**config.mk**
```make
export PLATFORM = sky130hd
export DESIGN_NAME = sbgph_ctrl
export DESIGN_NICKNAME = d
export VERILOG_FILES = /design/src/sbgph_pkg.sv /design/src/sbgph_ctrl.sv
export SDC_FILE = /design/constraint.sdc
export NUM_CORES = 1
export LEC_CHECK = 0
export BUFFER_PORTS_ARGS = -buffer_cell sky130_fd_sc_hd__buf_2
export CORE_AREA = 4 4 41 43
export DETAILED_ROUTE_END_ITERATION = 8
export DIE_AREA = 0 0 45 47
export SETUP_SLACK_MARGIN = 0.15
export SLEW_MARGIN = 30
export SYNTH_ARGS = -nofsm -noshare
export SYNTH_HDL_FRONTEND = slang
export SYNTH_SLANG_ARGS = --single-unit
export TNS_END_PERCENT = 30
```
**constraint.sdc**
```tcl
create_clock -name clock -period 4.4 [get_ports clock]
set_input_delay 0.44 -clock clock [delete_from_list [all_inputs] [get_ports clock]]
set_output_delay 0.44 -clock clock [all_outputs]
set_load 0.1 [all_outputs]
```
**src/sbgph_pkg.sv**
```systemverilog
`timescale 1ns / 1ps
// ============================================================================
// Spectrum bar group peak hold: shared package
// Field widths, divider constants, register codes, reset values, states and
// the command and status structs that join the controller to the datapath.
// ============================================================================
package sbgph_pkg;

   // Field widths fixed by the interface.
   localparam int MAG_W      = 16;
   localparam int LEVEL_W    = 16;
   localparam int BAR_NUM_W  = 8;
   localparam int GRP_W      = 7;
   localparam int SINK_W     = 8;
   localparam int SUM_W      = 22;
   localparam int CSR_IDX_W  = 2;
   localparam int CSR_DATA_W = 8;

   // Largest group that is honored; larger settings are clamped to it.
   localparam int MAX_GROUP = 64;

   // Default depth of the held peak store.
   localparam int DEFAULT_MAX_BARS = 256;

   // The average is sum * ceil(2^RECIP_SHIFT / g) >> RECIP_SHIFT. With the
   // shift at SUM_W + GRP_W the result is the exact truncated quotient.
   localparam int RECIP_SHIFT = SUM_W + GRP_W;
   localparam int RECIP_W     = RECIP_SHIFT + 1;
   localparam int DIV_CNT_W   = $clog2(RECIP_W);
   localparam int PROD_W      = SUM_W + RECIP_W;
   localparam logic [RECIP_W-1:0] RECIP_ONE = {1'b1, {RECIP_SHIFT{1'b0}}};

   // Register reset values.
   localparam logic [GRP_W-1:0]  GROUP_SIZE_RESET    = GRP_W'(1);
   localparam logic [SINK_W-1:0] SINK_RATE_RESET     = SINK_W'(1);
   localparam logic              PEAKS_ENABLED_RESET = 1'b0;

   // Register indexes on the configuration port.
   typedef enum logic [CSR_IDX_W-1:0] {
      CSR_GROUP_SIZE    = 2'd0,
      CSR_SINK_RATE     = 2'd1,
      CSR_PEAKS_ENABLED = 2'd2
   } csr_index_type;

   // Controller states.
   typedef enum logic [4:0] {
      ST_CLEAR = 5'b00001,
      ST_IDLE  = 5'b00010,
      ST_RECIP = 5'b00100,
      ST_MUL   = 5'b01000,
      ST_PEAK  = 5'b10000
   } ctrl_state_type;

   // Commands from the controller to the datapath.
   typedef struct packed {
      logic accept;       // input transfer this cycle
      logic clear_step;   // zero one entry of the peak store
      logic recip_start;  // load the reciprocal divider
      logic recip_step;   // one bit of the reciprocal divider
      logic mul;          // multiply the group sum by the reciprocal
      logic peak;         // update the held peak and load the result register
   } dp_cmd_type;

   // Status from the datapath to the controller.
   typedef struct packed {
      logic produce;      // the offered item completes a bar that is emitted
      logic clear_done;   // clearing pass is at its last entry
      logic recip_stale;  // group size changed, reciprocal must be rebuilt
      logic recip_done;   // reciprocal divider is at its last bit
   } dp_status_type;

endpackage

```
**src/sbgph_ctrl.sv**
```systemverilog
`timescale 1ns / 1ps
// ============================================================================
// Spectrum bar group peak hold: controller
// One-hot state machine that sequences clearing, reciprocal rebuild and the
// two-step bar pipeline, and owns both handshakes.
// ============================================================================
module sbgph_ctrl (
   input  logic                     clock,
   input  logic                     reset,
   input  logic                     req_valid,
   output logic                     req_ready,
   output logic                     rsp_valid,
   input  logic                     rsp_ready,
   output sbgph_pkg::dp_cmd_type    cmd,
   input  sbgph_pkg::dp_status_type status
);
   import sbgph_pkg::*;

   ctrl_state_type state_ff, state_in;
   logic           rsp_valid_ff, rsp_valid_in;
   logic           out_free;

   assign out_free = !rsp_valid_ff || rsp_ready;

   always_comb begin
      cmd       = '0;
      state_in  = state_ff;
      req_ready = 1'b0;
      case (state_ff)
         ST_CLEAR: begin
            cmd.clear_step = 1'b1;
            if (status.clear_done) begin
               state_in = ST_IDLE;
            end
         end
         ST_IDLE: begin
            req_ready  = !status.recip_stale;
            cmd.accept = req_valid && !status.recip_stale;
            if (cmd.accept) begin
               if (status.produce) begin
                  state_in = ST_MUL;
               end
            end else if (status.recip_stale) begin
               cmd.recip_start = 1'b1;
               state_in        = ST_RECIP;
            end
         end
         ST_RECIP: begin
            cmd.recip_step = 1'b1;
            if (status.recip_done) begin
               state_in = ST_IDLE;
            end
         end
         ST_MUL: begin
            cmd.mul  = 1'b1;
            state_in = ST_PEAK;
         end
         ST_PEAK: begin
            // The next item may enter while this bar is retired.
            if (out_free) begin
               cmd.peak   = 1'b1;
               req_ready  = 1'b1;
               cmd.accept = req_valid;
               state_in   = (req_valid && status.produce) ? ST_MUL : ST_IDLE;
            end
         end
         default: begin
            state_in = ST_IDLE;
         end
      endcase
   end

   always_comb begin
      if (cmd.peak) begin
         rsp_valid_in = 1'b1;
      end else if (rsp_ready) begin
         rsp_valid_in = 1'b0;
      end else begin
         rsp_valid_in = rsp_valid_ff;
      end
   end

   always_ff @(posedge clock) begin
      if (reset) begin
         state_ff     <= ST_CLEAR;
         rsp_valid_ff <= 1'b0;
      end else begin
         state_ff     <= state_in;
         rsp_valid_ff <= rsp_valid_in;
      end
   end

   assign rsp_valid = rsp_valid_ff;

endmodule

```
## After elaboration in Yosys (flattened, before gate mapping)

Cells that the tools add are included.

| word-level totals | value |
|---|---|
| register bits | 6 |
| ROM bits | 0 |
| output and inout bits | 8 |
| bits of input ports | 8 |
| word-level logic and storage cells | 40 |
| bits in writable memories | 0 |
| memories kept | 0 |
| latch bits | 0 |

| operators by class | value |
|---|---|
| bitwise gates (word level) | 0 |
| muxes and demuxes | 21 |
| $add $sub $neg | 0 |
| eq/ne operators | 10 |
| order comparisons | 0 |
| shifts and indexed selects | 0 |
| reductions and logical operators | 7 |
| $mul | 0 |
| divide/modulo/power cells | 0 |

Operator list:

| kind | number |
|---|---|
| $mux 5 | 6 |
| $pmux 5 s5 | 1 |
| $mux 1 | 11 |
| $ne 2x2->1 const B | 3 |
| $ne 3x3->1 const B | 2 |
| $eq 5x1->1 const B | 1 |
| $eq 5x2->1 const B | 1 |
| $eq 5x3->1 const B | 1 |
| $eq 5x4->1 const B | 1 |
| $eq 5x5->1 const B | 1 |
| $reduce_and 5->1 | 1 |
| $mux 4 | 1 |
| $pmux 1 s2 | 2 |
| $logic_and 1x1->1 | 2 |
| $logic_not 1->1 | 2 |
| $reduce_bool 2->1 | 1 |
| $logic_or 1x1->1 | 1 |

## Depth between registers and ports, before layout

Gate-level depths: netlist of run 1.

| logic depth | value |
|---|---|
| word-level depth | 5 |
| gate-level depth with buffers | 4 |
| gate-level depth less buffers | 4 |

## Worst setup path after synthesis of run 1

Ideal clock, no wire load.

| path | value |
|---|---|
| path kind | reg-to-output |
| start point | register state_ff[1] |
| end point | output cmd[2] (netlist name) |
| path slack | 663 ps |
| buffers on the path | 0 |
| stages on the path, launching flop included | 3 |
| arrival time | 3,297 ps |
| cells stage by stage | dfxtp_1 -> nand2b_4 -> nor4_1 |

RTL lines:

| what | line | RTL |
|---|---|---|
| start, declared | sbgph_ctrl.sv:19 | `ctrl_state_type state_ff, state_in;` |
| start signal, assigned | sbgph_ctrl.sv:88 | `state_ff <= state_in;` |
| end, declared | sbgph_ctrl.sv:14 | `output sbgph_pkg::dp_cmd_type cmd,` |

==> metrics.md, run 1 <==
| Metric | Value |
|---|---|
| Seq cells post-synth | 6 |
| R2r setup slk | 2.91 ns |
| DR pass1 iterations | 2 |
| HP Start | reset |
| HPWL after detailed placement | 691 um |
| Fin. Hold Viols | 0 |
| Hold-critical path depth | 2 |
| Crit path launch type | flop |
| Utilization after layout | 35.8% |
| Worst-path cell chain | nor3_1, and3_1, nand2b_1, and2_1, buf_2 |
| Final instance area | 465 um2 |
| All-layer global routing usage | 9.56% |
| CP top delay family | simple AND/OR/NAND/NOR gates |
| Gpl congestion | between 0.7 and 0.8 |
| Largest net degree at the start of global routing | 8 |
| Final setup fails | 0 |
| Cell Rows | 13 |
| Worst skew pair latency | between 0.2 and 0.25 ns |
| CTS sink count | 6 |
| Grt total ovfl | 0 |
| Peak Freq | between 400 and 500 MHz |
| Final WS setup | 2.10 ns |
| Buf/Inv on CP | 1 |
| Drt drc | 0 |
| Initial core utilization | between 20% and 30% |
| RR Startpoint | state_ff[4] |
| Library cells used by synthesis | 24 |
| Via Count | 349 |
| Share of cells above drive strength 1 | 41.4% |
| Setup TNS | 0 ns |
| Status | complete, no violations |
| RR Endpoint | state_ff[2] |
| Postcts setup bufs | 0 |
| Post-route insts no fill | 73 |
| Fin crit share | 52.2% |
| Overall power | 0.148 mW |
| Chip Width | about 45 um |
| Antenna violations before repair | 0 |
| Leak pwr | 0.236 nW |
| First-pass GRT wire length | roughly 1500 um |
| Area grow syn2layout | 27.8% |
| Levels on crit path | 5 |
| Synth Cell Area | 364 um2 |
| Dpl cell area | 443 um2 |
| Worst-path clk slew | 0.05 ns |
| FF-to-FF path depth | 3 |
| Syn. warnings | 0 |
| Number of buffers created by CTS | 3 |
| Crit path time final | 2.30 ns |
| Die height | between 40 and 50 um |
| Post-synthesis sequential area ratio | between 30% and 40% |
| # port buffers | 15 |
| I/O pin cnt | 16 |
| WL/cell | 11.3 um |
| Power per cell area | 318 nW/um2 |
| Drt via density | 4.78 |
| Slew margin rel. | about 68% |
| Critical Path RT | 3.96 ns |
| Worst hold endpoint | rsp_valid |
| Largest stage delay on the critical path | 0.41 ns |
| Cts repair resizes | 0 |
| Post-route ant nets | 0 |
| Root buffer cell | clkbuf_4 |
| Cells after DPL | 70 |
| Number of nets in the layout | 68 |
| Critical Path End Type | primary output |
| Unrepaired setup endpoints after global routing | false |
| N_diodes | 0 |
| Vias in the first global route | 348 |
| CTS H-tree depth | 1 |
| CTS Buffer Depth | 2 |
| CP Max Fanout | 7 |
| Syn Area/Cell | between 8 and 9 um2 |
| Setup WS pre-CTS | 2.35 ns |
| Crit path DAT | 1.86 ns |
| Most common cell after layout, fill and taps aside | buf_2 |
| Max VDD drop | 0.000185 V |
| Net Count, Synth | 50 |
| Slew @ Worst Pin | 0.489 ns |
| DR iter-0 viols | 4 |
| Slowest CP cell | buf_2 |
| Max_cap viols | 0 |
| Fin. max-slew vios | 0 |
| Most frequent cells in the layout | buf_2, dfxtp_1, nor2_1 |
| CTS tree | done |
| WS Path Type | reg -> out |
| Hold WC Path Type | in -> reg |
| WHS | 0.461 ns |
| Hold-fix buffers at CTS | 0 |
| CORE AREA | 1300 um2 |
| Die area | 2120 um2 |
| Routed wire length | 826 um |
| Synth Instances | 42 |
| Fin Clk Skew | ~0.0031 ns |
-- flip-flops by register name, summed over array words and instances, names as in the netlist --
| signal | cells |
|---|---|
| state_ff | 5 |
| rsp_valid | 1 |
-- cells in the mapped netlist --
master | n | area, um2
dfxtp_1 | 6 | 120
nor2_1 | 4 | 15.0
nand2_1 | 3 | 11.3
nor2b_1 | 3 | 18.8
a21oi_1 | 2 | 10.0
and3_1 | 2 | 12.5
buf_4 | 2 | 15.0
inv_1 | 2 | 7.51
nand2b_1 | 2 | 12.5
nand4b_1 | 2 | 17.5
a2111oi_2 | 1 | 15.0
a211o_1 | 1 | 8.76
a311o_2 | 1 | 11.3
a31o_2 | 1 | 8.76
and2_1 | 1 | 6.26
and4b_1 | 1 | 10.0
nand2b_4 | 1 | 13.8
nand4_1 | 1 | 6.26
nor3_1 | 1 | 5.00
nor4_1 | 1 | 6.26
o21ai_0 | 1 | 5.00
o31ai_1 | 1 | 7.51
or2_2 | 1 | 6.26
or4b_4 | 1 | 13.8
-- logic make-up after synthesis --
| logic type | Yosys count | share of synthesized area [%] |
|---|---|---|
| AO/OA/AOI/OAI | 8 | 18.2 |
| buffers and inverters | 4 | 6.19 |
| AND/OR/NAND/NOR | 24 | 42.6 |
| flip-flops | 6 | 33.0 |
-- worst max path at each step --
stage	start	end	slack [ns]
after floorplan	state_ff[1]	cmd[2]	0.66
after global placement	state_ff[1]	cmd[5]	2.41
after detailed placement	state_ff[1]	cmd[5]	2.35
after CTS	state_ff[1]	cmd[5]	2.08
after global routing	state_ff[1]	cmd[5]	1.96
final	state_ff[1]	cmd[5]	2.10
-- power by group --
group | leakage [nW] | internal, mW | switching (mW)
Combinational | 0.173 | 0.0112 | 0.0271
Sequential | 0.0491 | 0.0569 | 0.00348
Clock | 0.0138 | 0.0308 | 0.0183
Total | 0.236 | 0.0989 | 0.0489
-- routing by layer --
layer,track usage (%),wire (um)
met5,0,0
met4,7.02,0
met3,2.68,62
met2,14.1,383
met1,11.8,380
-- final cells by class --
type / count / area (um2)
clock buffers: 3 / 22.5
repair buffers: 15 / 75.1
well taps: 15 / 18.8
fillers: 144 / 836
flip-flops and latches: 6 / 120
multi-input cells: 32 / 221
inverters: 2 / 7.51
-- worst reg2reg max path: cells and delay by family (launching register included) --
family	cells	cell delay, ns
AND/OR/NAND/NOR	2	0.73
AO/OA/AOI/OAI	1	0.34
flip-flops	1	0.33
Power figures use the tool's default switching activity.
==> run 2, diff against run 1 <==
==> constraint.sdc (replaced) <==
create_clock -name clock -period 1.98 [get_ports clock]
set_input_delay 0.198 -clock clock [delete_from_list [all_inputs] [get_ports clock]]
set_output_delay 0.198 -clock clock [all_outputs]
set_load 0.1 [all_outputs]
==> metrics.md, run 2 (same netlist as run 1, synthesis figures left out) <==
| Metric | Value |
|---|---|
| First-pass GRT wire length | 1730 um (+17%) |
| Hold WC Path Type | in -> reg |
| Number of buffers created by CTS | 3 (unchanged) |
| Final setup fails | 0 (unchanged) |
| CP top delay family | simple AND/OR/NAND/NOR gates |
| CP Max Fanout | 7 (unchanged) |
| HPWL after detailed placement | 738 um (+6.8%) |
| # port buffers | 15 (unchanged) |
| Area grow syn2layout | 42.3% |
| Drt drc | 0 (unchanged) |
| Number of flip-flops in the largest register | 5 (unchanged) |
| Crit path launch type | flop |
| R2r setup slk | 0.41 ns (-2.50 ns) |
| Max_cap viols | 0 (unchanged) |
| Leak pwr | 0.242 nW (+2.6%) |
| I/O pin cnt | 16 (unchanged) |
| Comb pwr share | 26.5% (+0.6 points) |
| Number of nets in the layout | 68 (unchanged) |
| Status | complete, no violations |
| Die height | 47 um (unchanged) |
| Antenna violations before repair | 0 (unchanged) |
| All-layer global routing usage | 12.3% (+2.7 points) |
| DR iter-0 viols | 7 (+3) |
| Critical Path RT | 1.78 ns (-2.18 ns) |
| Fin. max-slew vios | 0 (unchanged) |
| Unrepaired setup endpoints after global routing | true |
| CORE AREA | 1300 um2 (unchanged) |
| WS Path Type | reg -> out |
| Die area | 2120 um2 (unchanged) |
| CTS Buffer Depth | 2 (unchanged) |
| Fin crit share | 88.7% |
| Largest stage delay on the critical path | 0.36 ns (-0.05 ns) |
| Worst-path clk slew | 0.05 ns (about the same) |
| Gpl congestion | 0.694 (-9.4%) |
| Most frequent cells in the layout | buf_2, dfxtp_1, nor2_1, clkbuf_4, nand2_1 |
| Top Metal Used | met4 |
| WL met3 | 74 um (+19%) |
| Share of cells above drive strength 1 | 51.7% (+10 points) |
| Crit path DAT | 1.56 ns (-0.30 ns) |
| Worst-path cell chain | nor3_2, and3_1, nand2b_2, and2_2, buf_12 |
| DR pass1 iterations | 4 (+2) |
| Crit path time final | 1.76 ns |
| N_diodes | 0 (unchanged) |
| CTS sink count | 6 (unchanged) |
| Utilization after layout | 39.8% (+4.0 points) |
| Slew @ Worst Pin | 0.487 ns (-0.00246 ns) |
| Fin. Hold Viols | 0 (unchanged) |
| WL/cell | 13.0 um (+15%) |
| Largest net degree at the start of global routing | 8 (unchanged) |
| Fin Clk Skew | 0.00659 ns (+0.00347 ns) |
| Hold-fix buffers at CTS | 0 (unchanged) |
| Drt via density | 4.89 (+2.3%) |
| Post-route ant nets | 0 (unchanged) |
| Power per cell area | 661 nW/um2 (+110%) |
| Metal2 WL | 413 um (+7.8%) |
| Worst skew pair latency | 0.25 ns (about the same) |
| Sw Pwr | 0.118 mW (+140%) |
| Via Count | 357 (+2.3%) |
| Most common cell after layout, fill and taps aside | buf_2 |
| Vias in the first global route | 358 (+2.9%) |
| CTS tree | done |
| Biggest register | state_ff |
| WHS | 0.203 ns (-0.258 ns) |
| Sequential power share | 39.7% (-1.2 points) |
| Buf/Inv on CP | 1 (unchanged) |
| Postcts setup bufs | 0 (unchanged) |
| CTS H-tree depth | 1 (unchanged) |
| Switching power share of the total | 34.6% (+1.5 points) |
| Max VDD drop | 0.000312 V (+69%) |
| Setup TNS | 0 ns (unchanged) |
| Slowest CP cell | dfxtp_1 |
| Int Pwr | 0.224 mW (+130%) |
| Cell Rows | 13 (unchanged) |
| Peak Freq | 569 MHz |
| Root buffer cell | clkbuf_4 |
| Met1 WL | 426 um (+12%) |
| Overall power | 0.342 mW (+130%) |
| Chip Width | 45 um (unchanged) |
| Routed wire length | 946 um (+15%) |
| Critical Path End Type | primary output |
| Clock Power Share | 33.9% (+0.7 points) |
| Initial core utilization | 28.0% (unchanged) |
| Grt total ovfl | 0 (unchanged) |
| Slew margin rel. | 67.8% (+0.16 points) |
## run 2: worst paths after layout
path	cells after the start	to	from
worst max-delay path	5	cmd[5]	state_ff[1]
worst min register to register	2	rsp_valid	rsp_valid
worst min-delay path	2	rsp_valid	reset
worst max register to register	3	state_ff[2]	state_ff[3]
## run 2: worst reg2reg max path, delay by kind of cell (launching register included)
family           cells  cell delay [ns]
flip-flops           1             0.38
AO/OA/AOI/OAI        1             0.35
AND/OR/NAND/NOR      2             0.73
## run 2: through the flow
step,setup WS [ns],cell area [um2],cells
5_1_grt,0.123,518,73
3_3_place_gp,0.323,478,70
6_report,0.224,518,73
2_1_floorplan,-0.208,384,42
4_1_cts,0.205,510,73
3_5_place_dp,0.287,478,70
## run 2: cell type report
class | count | area [um2]
Clock buffer | 3 | 22.5
Fill cell | 148 | 783
Inverter | 2 | 7.51
Multi-Input combinational cell | 32 | 253
Sequential cell | 6 | 121
Tap cell | 15 | 18.8
Timing Repair Buffer | 15 | 95.1
## run 2: power by group through the flow
| stage | Sequential [mW] | Clock, mW | Combinational [mW] |
|---|---|---|---|
| floorplan | 0.135 | 0 | 0.0684 |
| global placement | 0.137 | 0 | 0.0888 |
| detailed placement | 0.137 | 0 | 0.0891 |
| CTS | 0.136 | 0.121 | 0.0905 |
| global route | 0.137 | 0.133 | 0.0976 |
| finish | 0.136 | 0.116 | 0.0906 |
## run 2: what timing repair did
item | CTS | global route
gates resized for setup | 3 | 2
pin swaps | 0 | 0
setup endpoints to repair | 4 | 2
## run 2: routing by layer
metal	up-vias	GRT usage (%)
met4	0	10.5
met1	153	14.6
li1	186	-
met5	-	0
met2	13	17.8
met3	5	3.83
==> run 3, diff against run 2 <==
==> constraint.sdc (replaced) <==
create_clock -name clock -period 1.98 [get_ports clock]
set_input_delay 0.594 -clock clock [delete_from_list [all_inputs] [get_ports clock]]
set_output_delay 0.594 -clock clock [all_outputs]
set_load 0.1 [all_outputs]
==> metrics.md, run 3 (same netlist as run 1, synthesis figures left out) <==
| Metric | Value |
|---|---|
| Status | complete, but fails checks |
| Failing checks | negative setup slack |
| Biggest register | state_ff |
| FF-to-FF path depth | 4 (+1) |
| Critical Path RT | 1.39 ns (-0.39 ns) |
| R2r setup slk | 0.40 ns (about the same) |
| Chip Width | 45 um (unchanged) |
| CP top delay family | simple AND/OR/NAND/NOR gates |
| Fin crit share | 102% (+13 points) |
| Fin. Hold Viols | 0 (unchanged) |
| Post-route ant nets | 0 (unchanged) |
| WL/cell | 12.3 um (-5.0%) |
| Largest stage delay on the critical path | 0.34 ns (-0.02 ns) |
| # port buffers | 15 (unchanged) |
| Largest net degree at the start of global routing | 8 (unchanged) |
| Grt total ovfl | 0 (unchanged) |
| Hold-critical path depth | 2 (unchanged) |
| Worst-path cell chain | nor3_4, and3_4, nand2b_4, and2_4, buf_12 |
| Leak pwr | 0.350 nW (+44%) |
| Clock Power Share | 31.2% (-2.7 points) |
| Final setup fails | 2 (+2) |
| CTS sink count | 6 (unchanged) |
| Fin Clk Skew | 0.0142 ns (+0.00760 ns) |
| Critical Path End | cmd[5] |
| Switching power share of the total | 32.8% (-1.8 points) |
| Setup crit start | state_ff[2] |
| Most common cell after layout, fill and taps aside | buf_4 |
| Fin. max-slew vios | 0 (unchanged) |
| WS Path Type | reg -> out |
| Drt via density | 4.91 (+0.36%) |
| I/O pin cnt | 16 (unchanged) |
| Levels on crit path | 5 (unchanged) |
| Number of flip-flops in the largest register | 5 (unchanged) |
| Cell Rows | 13 (unchanged) |
| Sequential power share | 33.1% (-6.6 points) |
| Via Count | 427 (+20%) |
| Root buffer cell | clkbuf_4 |
| Slew @ Worst Pin | 0.486 ns (-0.000836 ns) |
| Max VDD drop | 0.000241 V (-23%) |
| Peak Freq | 495 MHz (-13%) |
| CORE AREA | 1300 um2 (unchanged) |
| Share of cells above drive strength 1 | 77.8% (+26 points) |
| Crit path time final | 2.02 ns (+0.264 ns) |
| Vias in the first global route | 444 (+24%) |
| HPWL after detailed placement | 836 um (+13%) |
| RR Endpoint | state_ff[2] |
| Sw Pwr | 0.130 mW (+10%) |
| Slowest CP cell | dfxtp_2 |
| DR iter-0 viols | 4 (-3) |
| Initial core utilization | 28.0% (unchanged) |
| Critical Path End Type | primary output |
| Gpl congestion | 0.744 (+7.2%) |
| Die height | 47 um (unchanged) |
| WHS | 0.591 ns (+0.387 ns) |
| Die area | 2120 um2 (unchanged) |
| Crit path launch type | flop |
| Overall power | 0.397 mW (+16%) |
| Buf/Inv on CP | 1 (unchanged) |
| RR Startpoint | state_ff[1] |
| CP Max Fanout | 3 (-4) |
| Worst skew pair latency | 0.25 ns (about the same) |
| Drt drc | 0 (unchanged) |
| N_diodes | 0 (unchanged) |
| Number of nets in the layout | 81 (+19%) |
| CTS tree | done |
| Max_cap viols | 0 (unchanged) |
| Crit path DAT | 1.43 ns (-0.13 ns) |
| CTS Buffer Depth | 2 (unchanged) |
| CTS H-tree depth | 1 (unchanged) |
| Unrepaired setup endpoints after global routing | true |
| Power per cell area | 513 nW/um2 (-22%) |
| Hold-fix buffers at CTS | 0 (unchanged) |
| Routed wire length | 1070 um (+13%) |
| Antenna violations before repair | 0 (unchanged) |
| Number of buffers created by CTS | 3 (unchanged) |
| Most frequent cells in the layout | buf_4, buf_2, buf_12 |
| Worst-path clk slew | 0.06 ns (about the same) |
| Final WS setup | -0.0405 ns (-0.264 ns) |
| First-pass GRT wire length | 1770 um (+2.4%) |
| Int Pwr | 0.267 mW (+19%) |
| Comb pwr share | 35.7% (+9.2 points) |
| All-layer global routing usage | 11.8% (-0.49 points) |
| DR pass1 iterations | 4 (unchanged) |
| Hold WC Path Type | in -> reg |
| Area grow syn2layout | 113% |
| Slew margin rel. | 67.8% (about the same) |
| Utilization after layout | 59.5% (+20 points) |
run 3: cell types whose count changed in the layout (fill, tap and decap cells not counted), sizes merged:
cell | before | now
buf | 14 | 28
run 3: how the worst min path moves through the flow:
stage / from / slack, ns / to
floorplan: state_ff[1] / 0.55 / state_ff[2]
global placement: rsp_valid / 0.58 / state_ff[4]
detailed placement: rsp_valid / 0.59 / state_ff[4]
CTS: reset / 0.58 / rsp_valid
global route: reset / 0.61 / state_ff[2]
finish: reset / 0.59 / rsp_valid
run 3: worst reg2reg max path: stages (launching register included):
cell and delay, ns:
dfxtp_2 0.33, buf_6 0.12, nand2b_4 0.14, or4b_4 0.53
a2111oi_2 0.36
run 3: cell type report:
cell class | instances | area (um2)
fillers | 114 | 527
multi-input cells | 32 | 298
repair buffers | 28 | 293
flip-flops and latches | 6 | 131
clock buffers | 4 | 26.3
well taps | 15 | 18.8
inverters | 2 | 7.51
run 3: layer usage:
| metal | vias to the layer above | wire (um) | GRT usage, % |
|---|---|---|---|
| met5 | - | 0 | 0 |
| met4 | 0 | 0 | 7.02 |
| met3 | 0 | 97 | 3.45 |
| met2 | 16 | 564 | 20.3 |
| met1 | 192 | 409 | 12.8 |
| li1 | 219 | - | - |
run 3: power groups by stage:
stage	sequential (mW)	clock (mW)	combinational, mW
2_1_floorplan	0.134	0	0.0702
3_3_place_gp	0.130	0	0.127
6_report	0.131	0.124	0.142
3_5_place_dp	0.130	0	0.128
4_1_cts	0.132	0.131	0.140
5_1_grt	0.132	0.140	0.150
run 3: per-stage QoR:
step | TNS [ns] | instance area, um2 | std cells | setup slack [ns]
3_3_place_gp | -0.0730 | 659 | 80 | -0.0379
5_1_grt | -0.242 | 774 | 87 | -0.123
3_5_place_dp | -0.0967 | 659 | 80 | -0.0528
4_1_cts | -0.0754 | 736 | 86 | -0.0517
6_report | -0.0586 | 774 | 87 | -0.0405
2_1_floorplan | -0.268 | 400 | 42 | -0.189
run 3: what timing repair did:
item | in CTS | in global routing
pin swaps | 4 | 5
setup endpoints to repair | 7 | 7
gates cloned | 0 | 0
buffers inserted | 2 | 1
gates resized for setup | 12 | 10
